**src/rtl/dma_block_copy_controller_core_macros.svh**
```systemverilog
// Assertion macros shared by the DMA block copy controller RTL.
`ifndef DMA_BLOCK_COPY_CONTROLLER_CORE_MACROS_SVH
`define DMA_BLOCK_COPY_CONTROLLER_CORE_MACROS_SVH

// Same-cycle implication, sampled on clk, off while arst_n is low.
`define DBCC_ASSERT_NOW(name, ante, cons, msg) \
	name: assert property (@(posedge clk) disable iff (!arst_n) (ante) |-> (cons)) \
		else $error(msg);

// Next-cycle implication, sampled on clk, off while arst_n is low.
`define DBCC_ASSERT_NEXT(name, ante, cons, msg) \
	name: assert property (@(posedge clk) disable iff (!arst_n) (ante) |=> (cons)) \
		else $error(msg);

`endif

```
**src/rtl/dbcc_pkg.sv**
```systemverilog
// Types and constants of the DMA block copy controller.
package dbcc_pkg;

	localparam int ADDR_W       = 16;
	localparam int DATA_W       = 16;
	localparam int DIR_W        = 2;
	localparam int CFG_IDX_W    = 2;
	localparam int WORD_BITS_DEF = 16;

	// register indexes on the configuration channel
	localparam logic [CFG_IDX_W-1:0] REG_SOURCE_BASE = 2'd0;
	localparam logic [CFG_IDX_W-1:0] REG_DEST_BASE   = 2'd1;
	localparam logic [CFG_IDX_W-1:0] REG_WORD_COUNT  = 2'd2;
	localparam logic [CFG_IDX_W-1:0] REG_DIRECTION   = 2'd3;

	// input item modes
	localparam logic MODE_START = 1'b0;
	localparam logic MODE_DATA  = 1'b1;

	// bus targets
	localparam logic TGT_MEM = 1'b0;
	localparam logic TGT_ACC = 1'b1;

	// status codes
	localparam logic [1:0] STAT_NONE    = 2'd0;
	localparam logic [1:0] STAT_MEM2ACC = 2'd1;
	localparam logic [1:0] STAT_ACC2MEM = 2'd2;

	typedef enum logic [1:0] {
		KIND_READ  = 2'd0,
		KIND_WRITE = 2'd1,
		KIND_DONE  = 2'd2
	} kind_t;

	typedef struct packed {
		logic [ADDR_W-1:0] source_base;
		logic [ADDR_W-1:0] dest_base;
		logic [ADDR_W-1:0] word_count;
		logic [DIR_W-1:0]  direction_bits;
	} cfg_t;

	typedef struct packed {
		kind_t             kind;
		logic              target;
		logic [ADDR_W-1:0] address;
		logic [DATA_W-1:0] write_data;
		logic [1:0]        status;
		logic              last_of_run;
	} res_t;

	// handshake between the step engine and the result buffer
	typedef struct packed {
		logic       load;
		logic [1:0] count;
	} load_t;

endpackage

```
**src/rtl/dbcc_ifs.sv**
```systemverilog
// Channel interfaces: input items, result items, configuration writes.
interface dbcc_item_if;
	logic                        valid;
	logic                        ready;
	logic                        mode;
	logic [dbcc_pkg::DATA_W-1:0] read_data;
	modport source (output valid, mode, read_data, input ready);
	modport sink (input valid, mode, read_data, output ready);
endinterface

interface dbcc_result_if;
	logic                        valid;
	logic                        ready;
	logic [1:0]                  kind;
	logic                        target;
	logic [dbcc_pkg::ADDR_W-1:0] address;
	logic [dbcc_pkg::DATA_W-1:0] write_data;
	logic [1:0]                  status;
	logic                        last_of_run;
	modport source (output valid, kind, target, address, write_data, status, last_of_run,
		input ready);
	modport sink (input valid, kind, target, address, write_data, status, last_of_run,
		output ready);
endinterface

interface dbcc_cfg_if;
	logic                           valid;
	logic                           ready;
	logic [dbcc_pkg::CFG_IDX_W-1:0] index;
	logic [dbcc_pkg::ADDR_W-1:0]    data;
	modport source (output valid, index, data, input ready);
	modport sink (input valid, index, data, output ready);
endinterface

```
**src/rtl/dbcc_cfg_regs.sv**
```systemverilog
// Configuration register file written over the config channel.
module dbcc_cfg_regs (
	input  logic               clk,
	input  logic               arst_n,
	dbcc_cfg_if.sink           cfg,
	output dbcc_pkg::cfg_t     regs
);

	dbcc_pkg::cfg_t regs_q;

	assign cfg.ready = 1'b1;
	assign regs      = regs_q;

	always_ff @(posedge clk or negedge arst_n) begin
		if (!arst_n) begin
			regs_q <= '0;
		end else if (cfg.valid) begin
			unique case (cfg.index)
				dbcc_pkg::REG_SOURCE_BASE: regs_q.source_base <= cfg.data;
				dbcc_pkg::REG_DEST_BASE:   regs_q.dest_base   <= cfg.data;
				dbcc_pkg::REG_WORD_COUNT:  regs_q.word_count  <= cfg.data;
				dbcc_pkg::REG_DIRECTION:
					regs_q.direction_bits <= cfg.data[dbcc_pkg::DIR_W-1:0];
				default: ;
			endcase
		end
	end

endmodule

```
**src/rtl/dbcc_engine.sv**
```systemverilog
// Input register and transfer sequencing: turns one item into up to two results.
`include "dma_block_copy_controller_core_macros.svh"
module dbcc_engine #(
	parameter int WORD_BITS = dbcc_pkg::WORD_BITS_DEF
) (
	input  logic             clk,
	input  logic             arst_n,
	dbcc_item_if.sink        item,
	input  dbcc_pkg::cfg_t   regs,
	input  logic             load_ok,
	output dbcc_pkg::load_t  ld,
	output dbcc_pkg::res_t   res0,
	output dbcc_pkg::res_t   res1
);

	localparam int DATA_BITS = (WORD_BITS < dbcc_pkg::DATA_W) ? WORD_BITS : dbcc_pkg::DATA_W;
	localparam int DW = dbcc_pkg::DATA_W;
	localparam int AW = dbcc_pkg::ADDR_W;

	logic                 valid_s1;
	logic                 mode_s1;
	logic [DATA_BITS-1:0] data_s1;

	logic          busy_q;
	logic [AW-1:0] word_index_q;
	logic [1:0]    status_q;

	logic          go;
	logic          rd_tgt;
	logic [1:0]    st;
	logic [AW-1:0] nidx;
	logic          finish;
	logic [1:0]    n;

	assign go         = valid_s1 && load_ok;
	assign item.ready = !valid_s1 || go;

	always_ff @(posedge clk or negedge arst_n) begin
		if (!arst_n) begin
			valid_s1 <= 1'b0;
		end else if (item.ready) begin
			valid_s1 <= item.valid;
		end
	end

	always_ff @(posedge clk) begin
		if (item.ready && item.valid) begin
			mode_s1 <= item.mode;
			data_s1 <= item.read_data[DATA_BITS-1:0];
		end
	end

	assign rd_tgt = regs.direction_bits[0] ? dbcc_pkg::TGT_MEM : dbcc_pkg::TGT_ACC;
	assign st     = regs.direction_bits[1] ? dbcc_pkg::STAT_ACC2MEM : dbcc_pkg::STAT_MEM2ACC;
	assign nidx   = word_index_q + AW'(1);
	// wrap to zero also ends the run
	assign finish = (nidx == '0) || (nidx >= regs.word_count);

	always_comb begin
		n    = 2'd0;
		res0 = '0;
		res1 = '0;
		if (mode_s1 == dbcc_pkg::MODE_START) begin
			if (!busy_q) begin
				n = 2'd1;
				res0.last_of_run = 1'b1;
				if (regs.word_count == '0 || regs.direction_bits == '0) begin
					res0.kind   = dbcc_pkg::KIND_DONE;
					res0.status = st;
				end else begin
					res0.kind    = dbcc_pkg::KIND_READ;
					res0.target  = rd_tgt;
					res0.address = regs.source_base;
				end
			end
		end else if (busy_q) begin
			n = 2'd2;
			res0.kind       = dbcc_pkg::KIND_WRITE;
			res0.target     = !rd_tgt;
			res0.address    = regs.dest_base + word_index_q;
			res0.write_data = DW'(data_s1);
			res1.last_of_run = 1'b1;
			if (finish) begin
				res1.kind   = dbcc_pkg::KIND_DONE;
				res1.status = status_q;
			end else begin
				res1.kind    = dbcc_pkg::KIND_READ;
				res1.target  = rd_tgt;
				res1.address = regs.source_base + nidx;
			end
		end
	end

	assign ld.load  = go;
	assign ld.count = n;

	always_ff @(posedge clk or negedge arst_n) begin
		if (!arst_n) begin
			busy_q       <= 1'b0;
			word_index_q <= '0;
			status_q     <= dbcc_pkg::STAT_NONE;
		end else if (go) begin
			if (mode_s1 == dbcc_pkg::MODE_START) begin
				if (!busy_q && regs.word_count != '0 && regs.direction_bits != '0) begin
					busy_q       <= 1'b1;
					word_index_q <= '0;
					status_q     <= st;
				end
			end else if (busy_q) begin
				if (finish) begin
					busy_q       <= 1'b0;
					word_index_q <= '0;
				end else begin
					word_index_q <= nidx;
				end
			end
		end
	end

	`DBCC_ASSERT_NOW(a_idle_index_zero, !busy_q, word_index_q == '0, "index nonzero while idle")
	`DBCC_ASSERT_NEXT(a_finish_goes_idle, go && mode_s1 && busy_q && finish, !busy_q, "run did not end")
	`DBCC_ASSERT_NOW(a_last_marks_end, go && n != 2'd0, (n == 2'd1 && res0.last_of_run) || (n == 2'd2 && res1.last_of_run && !res0.last_of_run), "bad last_of_run")

endmodule

```
**src/rtl/dbcc_out_buf.sv**
```systemverilog
// Two-slot result buffer that drains one beat per cycle onto the result channel while it is ready.
`include "dma_block_copy_controller_core_macros.svh"
module dbcc_out_buf (
	input  logic             clk,
	input  logic             arst_n,
	input  dbcc_pkg::load_t  ld,
	input  dbcc_pkg::res_t   res0,
	input  dbcc_pkg::res_t   res1,
	output logic             load_ok,
	dbcc_result_if.source    result
);

	dbcc_pkg::res_t slot0_q;
	dbcc_pkg::res_t slot1_q;
	dbcc_pkg::res_t head;
	logic [1:0]     cnt_q;
	logic           head_q;
	logic           fire;

	assign fire    = result.valid && result.ready;
	// take a new group once the buffer is empty or its final beat leaves now
	assign load_ok = (cnt_q == 2'd0) || (cnt_q == 2'd1 && fire);

	always_ff @(posedge clk or negedge arst_n) begin
		if (!arst_n) begin
			cnt_q  <= 2'd0;
			head_q <= 1'b0;
		end else if (ld.load && ld.count != 2'd0) begin
			cnt_q  <= ld.count;
			head_q <= 1'b0;
		end else if (fire) begin
			cnt_q  <= cnt_q - 2'd1;
			head_q <= 1'b1;
		end
	end

	always_ff @(posedge clk) begin
		if (ld.load && ld.count != 2'd0) begin
			slot0_q <= res0;
			slot1_q <= res1;
		end
	end

	assign head               = head_q ? slot1_q : slot0_q;
	assign result.valid       = cnt_q != 2'd0;
	assign result.kind        = head.kind;
	assign result.target      = head.target;
	assign result.address     = head.address;
	assign result.write_data  = head.write_data;
	assign result.status      = head.status;
	assign result.last_of_run = head.last_of_run;

	`DBCC_ASSERT_NOW(a_cnt_range, 1'b1, cnt_q != 2'd3, "buffer count out of range")
	`DBCC_ASSERT_NOW(a_head_second, result.valid && head_q, cnt_q == 2'd1, "second slot with beats behind it")
	`DBCC_ASSERT_NEXT(a_pair_drains, fire && cnt_q == 2'd2, result.valid && head_q, "second beat lost")

endmodule

```
**src/rtl/dma_block_copy_controller_core.sv**
```systemverilog
// Top level of the single-channel DMA block copy controller.
// An accepted item is registered in the input stage; its results are loaded into
// the two-slot result buffer once that buffer can take them. A start item yields
// one beat; a start can be taken every cycle while the result channel is ready. In
// a run a data item yields a write beat, then a read or done beat; the next item
// waits until that pair drains. Configuration is always ready and must be written
// only while no transfer beats are in flight.
module dma_block_copy_controller_core #(
	parameter int WORD_BITS = dbcc_pkg::WORD_BITS_DEF
) (
	input  logic          clk,
	input  logic          arst_n,
	dbcc_item_if.sink     item,
	dbcc_result_if.source result,
	dbcc_cfg_if.sink      cfg
);

	dbcc_pkg::cfg_t  regs;
	dbcc_pkg::load_t ld;
	dbcc_pkg::res_t  res0;
	dbcc_pkg::res_t  res1;
	logic            load_ok;

	dbcc_cfg_regs u_cfg (
		.clk    (clk),
		.arst_n (arst_n),
		.cfg    (cfg),
		.regs   (regs)
	);

	dbcc_engine #(
		.WORD_BITS (WORD_BITS)
	) u_engine (
		.clk     (clk),
		.arst_n  (arst_n),
		.item    (item),
		.regs    (regs),
		.load_ok (load_ok),
		.ld      (ld),
		.res0    (res0),
		.res1    (res1)
	);

	dbcc_out_buf u_out (
		.clk     (clk),
		.arst_n  (arst_n),
		.ld      (ld),
		.res0    (res0),
		.res1    (res1),
		.load_ok (load_ok),
		.result  (result)
	);

endmodule
```
**src/flat_wrapper.sv**
```systemverilog
// flat-port wrapper written by rule: the top's interface ports become plain ports
module dma_block_copy_controller_core_flat 
#(
	parameter int WORD_BITS = dbcc_pkg::WORD_BITS_DEF
)
  (clk, arst_n, item_valid, item_mode, item_read_data, item_ready, result_valid, result_kind, result_target, result_address, result_write_data, result_status, result_last_of_run, result_ready, cfg_valid, cfg_index, cfg_data, cfg_ready);
  dbcc_item_if item_i ();
  dbcc_result_if result_i ();
  dbcc_cfg_if cfg_i ();
  input  logic clk;
  input  logic arst_n;
  input wire logic [$bits(item_i.valid)-1:0] item_valid;
  input wire logic [$bits(item_i.mode)-1:0] item_mode;
  input wire logic [$bits(item_i.read_data)-1:0] item_read_data;
  output wire logic [$bits(item_i.ready)-1:0] item_ready;
  output wire logic [$bits(result_i.valid)-1:0] result_valid;
  output wire logic [$bits(result_i.kind)-1:0] result_kind;
  output wire logic [$bits(result_i.target)-1:0] result_target;
  output wire logic [$bits(result_i.address)-1:0] result_address;
  output wire logic [$bits(result_i.write_data)-1:0] result_write_data;
  output wire logic [$bits(result_i.status)-1:0] result_status;
  output wire logic [$bits(result_i.last_of_run)-1:0] result_last_of_run;
  input wire logic [$bits(result_i.ready)-1:0] result_ready;
  input wire logic [$bits(cfg_i.valid)-1:0] cfg_valid;
  input wire logic [$bits(cfg_i.index)-1:0] cfg_index;
  input wire logic [$bits(cfg_i.data)-1:0] cfg_data;
  output wire logic [$bits(cfg_i.ready)-1:0] cfg_ready;
  assign item_i.valid = item_valid;
  assign item_i.mode = item_mode;
  assign item_i.read_data = item_read_data;
  assign item_ready = item_i.ready;
  assign result_valid = result_i.valid;
  assign result_kind = result_i.kind;
  assign result_target = result_i.target;
  assign result_address = result_i.address;
  assign result_write_data = result_i.write_data;
  assign result_status = result_i.status;
  assign result_last_of_run = result_i.last_of_run;
  assign result_i.ready = result_ready;
  assign cfg_i.valid = cfg_valid;
  assign cfg_i.index = cfg_index;
  assign cfg_i.data = cfg_data;
  assign cfg_ready = cfg_i.ready;
  dma_block_copy_controller_core #(.WORD_BITS(WORD_BITS)) u_core (.clk(clk), .arst_n(arst_n), .item(item_i), .result(result_i), .cfg(cfg_i));
endmodule
```
**config.mk**
```make
export PLATFORM = sky130hd
export DESIGN_NAME = dma_block_copy_controller_core_flat
export DESIGN_NICKNAME = d
export VERILOG_FILES = /design/src/rtl/dbcc_pkg.sv /design/src/rtl/dbcc_ifs.sv /design/src/rtl/dbcc_cfg_regs.sv /design/src/rtl/dbcc_engine.sv /design/src/rtl/dbcc_out_buf.sv /design/src/rtl/dma_block_copy_controller_core.sv /design/src/flat_wrapper.sv
export VERILOG_INCLUDE_DIRS = /design/src /design/src/rtl
export SDC_FILE = /design/constraint.sdc
export NUM_CORES = 1
export LEC_CHECK = 0
export BUFFER_PORTS_ARGS = -buffer_cell sky130_fd_sc_hd__clkbuf_2
export CAP_MARGIN = 10
export CORE_MARGIN = 4
export CORE_UTILIZATION = 25
export CTS_CLUSTER_SIZE = 30
export DETAILED_ROUTE_END_ITERATION = 6
export PLACE_DENSITY = 0.47
export SKIP_CTS_REPAIR_TIMING = 1
export SLEW_MARGIN = 10
export SYNTH_ARGS = -nofsm -noshare
export SYNTH_HDL_FRONTEND = slang
export SYNTH_SLANG_ARGS = --single-unit
```
**constraint.sdc**
```tcl
create_clock -name clk -period 4.78 [get_ports clk]
set_input_delay 0.956 -clock clk [delete_from_list [all_inputs] [get_ports clk]]
set_output_delay 0.956 -clock clk [all_outputs]
set_load 0.02 [all_outputs]
```
==> flow_summary.json <==
{
  "grt_max_degree": 50,
  "setup_viol": 0,
  "fin_crit_ns": 3.91,
  "synth-edff-count": 75,
  "grt_antenna_before_repair": 0,
  "ys_ff_latch": 148,
  "syn_area_um2": 8290,
  "cts_tree": "yes",
  "cts_buffers": 17,
  "grt_setup_unrepaired": "false",
  "hpwl_um": 16000,
  "placed_area_um2": 9160,
  "finalClockSkew_ns": 0.0169,
  "grt_pass1_vias": 5694,
  "ir_drop_mv": 0.215,
  "seq_area_um2": 4080,
  "startpoint_type": "register",
  "maxCapViolCount": 0,
  "drt_wl_total_um": 21000,
  "clockRootBuffer": "clkbuf_16",
  "hold_viol": 0,
  "wire_per_inst_um": 16.7,
  "drcViolationCount": 0,
  "coreArea_um2": 32600,
  "area_delta_synth_final_pct": 18.0,
  "drive_above_1_share_pct": 24.8,
  "io_buffers": 79,
  "hp-start": "u_core.u_engine.status_q[0]$_DFFE_PN0P_",
  "overflow": 0,
  "place_inst": 1224,
  "synth_warnings": 0,
  "slew_viol_final": 0,
  "drt-pass1-iter-count": 4,
  "fin_nets": 895,
  "synthArstFlopShare_pct": 49.3,
  "grt_usage_pct": 11.8,
  "via_count": 5754,
  "maxSlewHeadroom_pct": 33.6,
  "setup_tns_ns": 0,
  "setup_slack_ns": 0.874,
  "synthesis.nets": 821,
  "numClockSinks": 148,
  "post-place-ws_ns": 0.935,
  "power.leakage_nw": 4.16,
  "period_share_pct": 81.7,
  "worstHoldPathType": "reg -> reg",
  "die_w_um": 190,
  "reg2reg_setup_slack_ns": 0.87,
  "required_ns": 5.11,
  "critPathKind": "reg -> reg",
  "htreeDepth": 4,
  "dieArea_um2": 36100,
  "num_antenna_cells": 0,
  "final_cell_area_um2": 9770,
  "cp_max_fo": 10,
  "status": "complete, no violations",
  "multiInputGateArea_um2": 3950,
  "max_freq_ghz": 0.256,
  "drtIter0Drc": 307,
  "synth.avg_cell_area_um2": 11.4,
  "whs_ns": 0.482,
  "ys_seq_area_share_pct": 49.2,
  "synth_cell_types": 63,
  "io_pins": 81,
  "cp.arrival_ns": 4.24,
  "initial_core_util_pct": 25.4,
  "rows": 66,
  "die_y_um": 190,
  "synthCells": 727,
  "reg2reg_from": "u_core.u_engine.word_index_q[0]$_DFFE_PN0P_",
  "final_antenna_net_count": 0,
  "clk_latency_ns": 0.44,
  "end_kind": "register",
  "worst_slew_pin_slew_ns": 0.993,
  "fin_cells": 1256,
  "gp_congestion": 0.855,
  "ys.flop_type": "edfxtp_1",
  "vias_per_cell": 4.58,
  "cellPowerDensity_nw_per_um2": 529,
  "cts_max_path_buffers": 2,
  "fill_cells": 3395,
  "critPathLaunch": "u_core.u_engine.word_index_q[0]$_DFFE_PN0P_",
  "grt_pass1_wl_um": 33200,
  "clk_pin_slew_worst_paths_ns": 0.07
}
[cells in the final DEF (no fill, tap or decap), drive strengths merged, types with 10 or more instances in the layout]
master	count
clkbuf	95
mux2	75
edfxtp	75
dfrtp	73
nand2	52
ha	52
inv	43
o21ai	33
nor2	32
a21oi	32
xnor2	22
and2	22
nor2b	22
a21o	19
nand3	16
nor3	12
xor2	11
nand4	10
[where the power goes]
group          internal, W  switching (W)
Sequential         0.00177       0.000223
Clock             0.000709       0.000651
Combinational     0.000709        0.00110
[through the flow]
step	total power (W)	util, %
floorplan	0.00326	-
global route	0.00552	30.0
CTS	0.00525	30.0
global placement	0.00386	28.1
detailed placement	0.00388	28.1
finish	0.00517	30.0
[final timing paths]
check	depth (start not counted)	endpoint
max in group asynchronous	2	u_core.u_engine.word_index_q[7]$_DFFE_PN0P_
setup reg to reg	12	u_core.u_engine.word_index_q[9]$_DFFE_PN0P_
min in group asynchronous	1	u_core.u_cfg.regs[47]$_DFFE_PN0P_
hold / removal	2	u_core.u_engine.status_q[0]$_DFFE_PN0P_
hold reg to reg	2	u_core.u_engine.status_q[0]$_DFFE_PN0P_
setup / recovery	12	u_core.u_engine.word_index_q[9]$_DFFE_PN0P_
[cell families (layout without fill, tap and decap cells)]
logic type,after synthesis,after routing,synth area share (%)
xor gates and xnor gates,33,33,3.49
muxes,79,79,10.7
and+or+nand+nor,209,209,14.1
buffers and inverters,65,152,3.28
AOI/OAI and AO/OA,138,138,10.9
adders and majority gates,54,54,8.33
other,1,1,0.0453
DFF,148,148,49.2
[cell usage after synthesis, types with 11 or more instances]
library cell	n	area (um^2)
a21o_1	19	143
a21oi_1	32	160
and2_1	22	138
clkbuf_1	18	67.6
dfrtp_1	73	1830
edfxtp_1	75	2250
ha_1	52	651
inv_1	36	135
mux2_2	75	845
nand2_1	52	195
nand3_1	14	70.1
nor2_1	32	120
nor2b_1	22	138
nor3_1	11	55.1
o21ai_0	31	155
xnor2_1	22	193
xor2_1	11	96.3
[worst max-delay path, stage by stage, from the launching register on]
cell and delay (ns):
dfrtp_1 0.57, ha_1 0.29, and4_1 0.37, nand2_1 0.11, xnor2_1 0.31, ha_1 0.31
and3_1 0.22, a221o_1 0.34, a311oi_1 0.21, a211o_1 0.18, nand4_1 0.37, o21ba_2 0.37
o22ai_1 0.14
[state kept, by name (all words and copies together), names as in the netlist]
| signal | count |
|---|---|
| u_core.u_out.cnt_q | 2 |
| u_core.u_engine.valid_s1 | 1 |
| u_core.u_engine.data_s1 | 16 |
| u_core.u_engine.status_q | 2 |
| u_core.u_out.slot1_q | 21 |
| u_core.u_engine.busy_q | 1 |
| u_core.u_engine.mode_s1 | 1 |
| u_core.u_cfg.regs | 50 |
| u_core.u_out.slot0_q | 37 |
| u_core.u_out.head_q | 1 |
| u_core.u_engine.word_index_q | 16 |
[per-layer routing]
metal / track usage (%) / part of all wire, % / wire length (um) / vias up
met1: 16.3 / 49 / 10400 / 2819
li1: - / - / - / 2814
met2: 18.9 / 46 / 9650 / 104
met4: 3.20 / 1.1 / 236 / 0
met3: 2.24 / 3.6 / 766 / 17
met5: 0 / 0 / 0 / -
[area by class of cell]
cell class,instances,share of cell area [%]
Multi-Input combinational cell,514,40.4
Clock inverter,15,1.89
Timing Repair Buffer,84,4.58
Sequential cell,148,41.7
Inverter,36,1.38
Tap cell,442,5.66
Clock buffer,17,4.35
No activity file was read; power rests on OpenSTA's default activity.
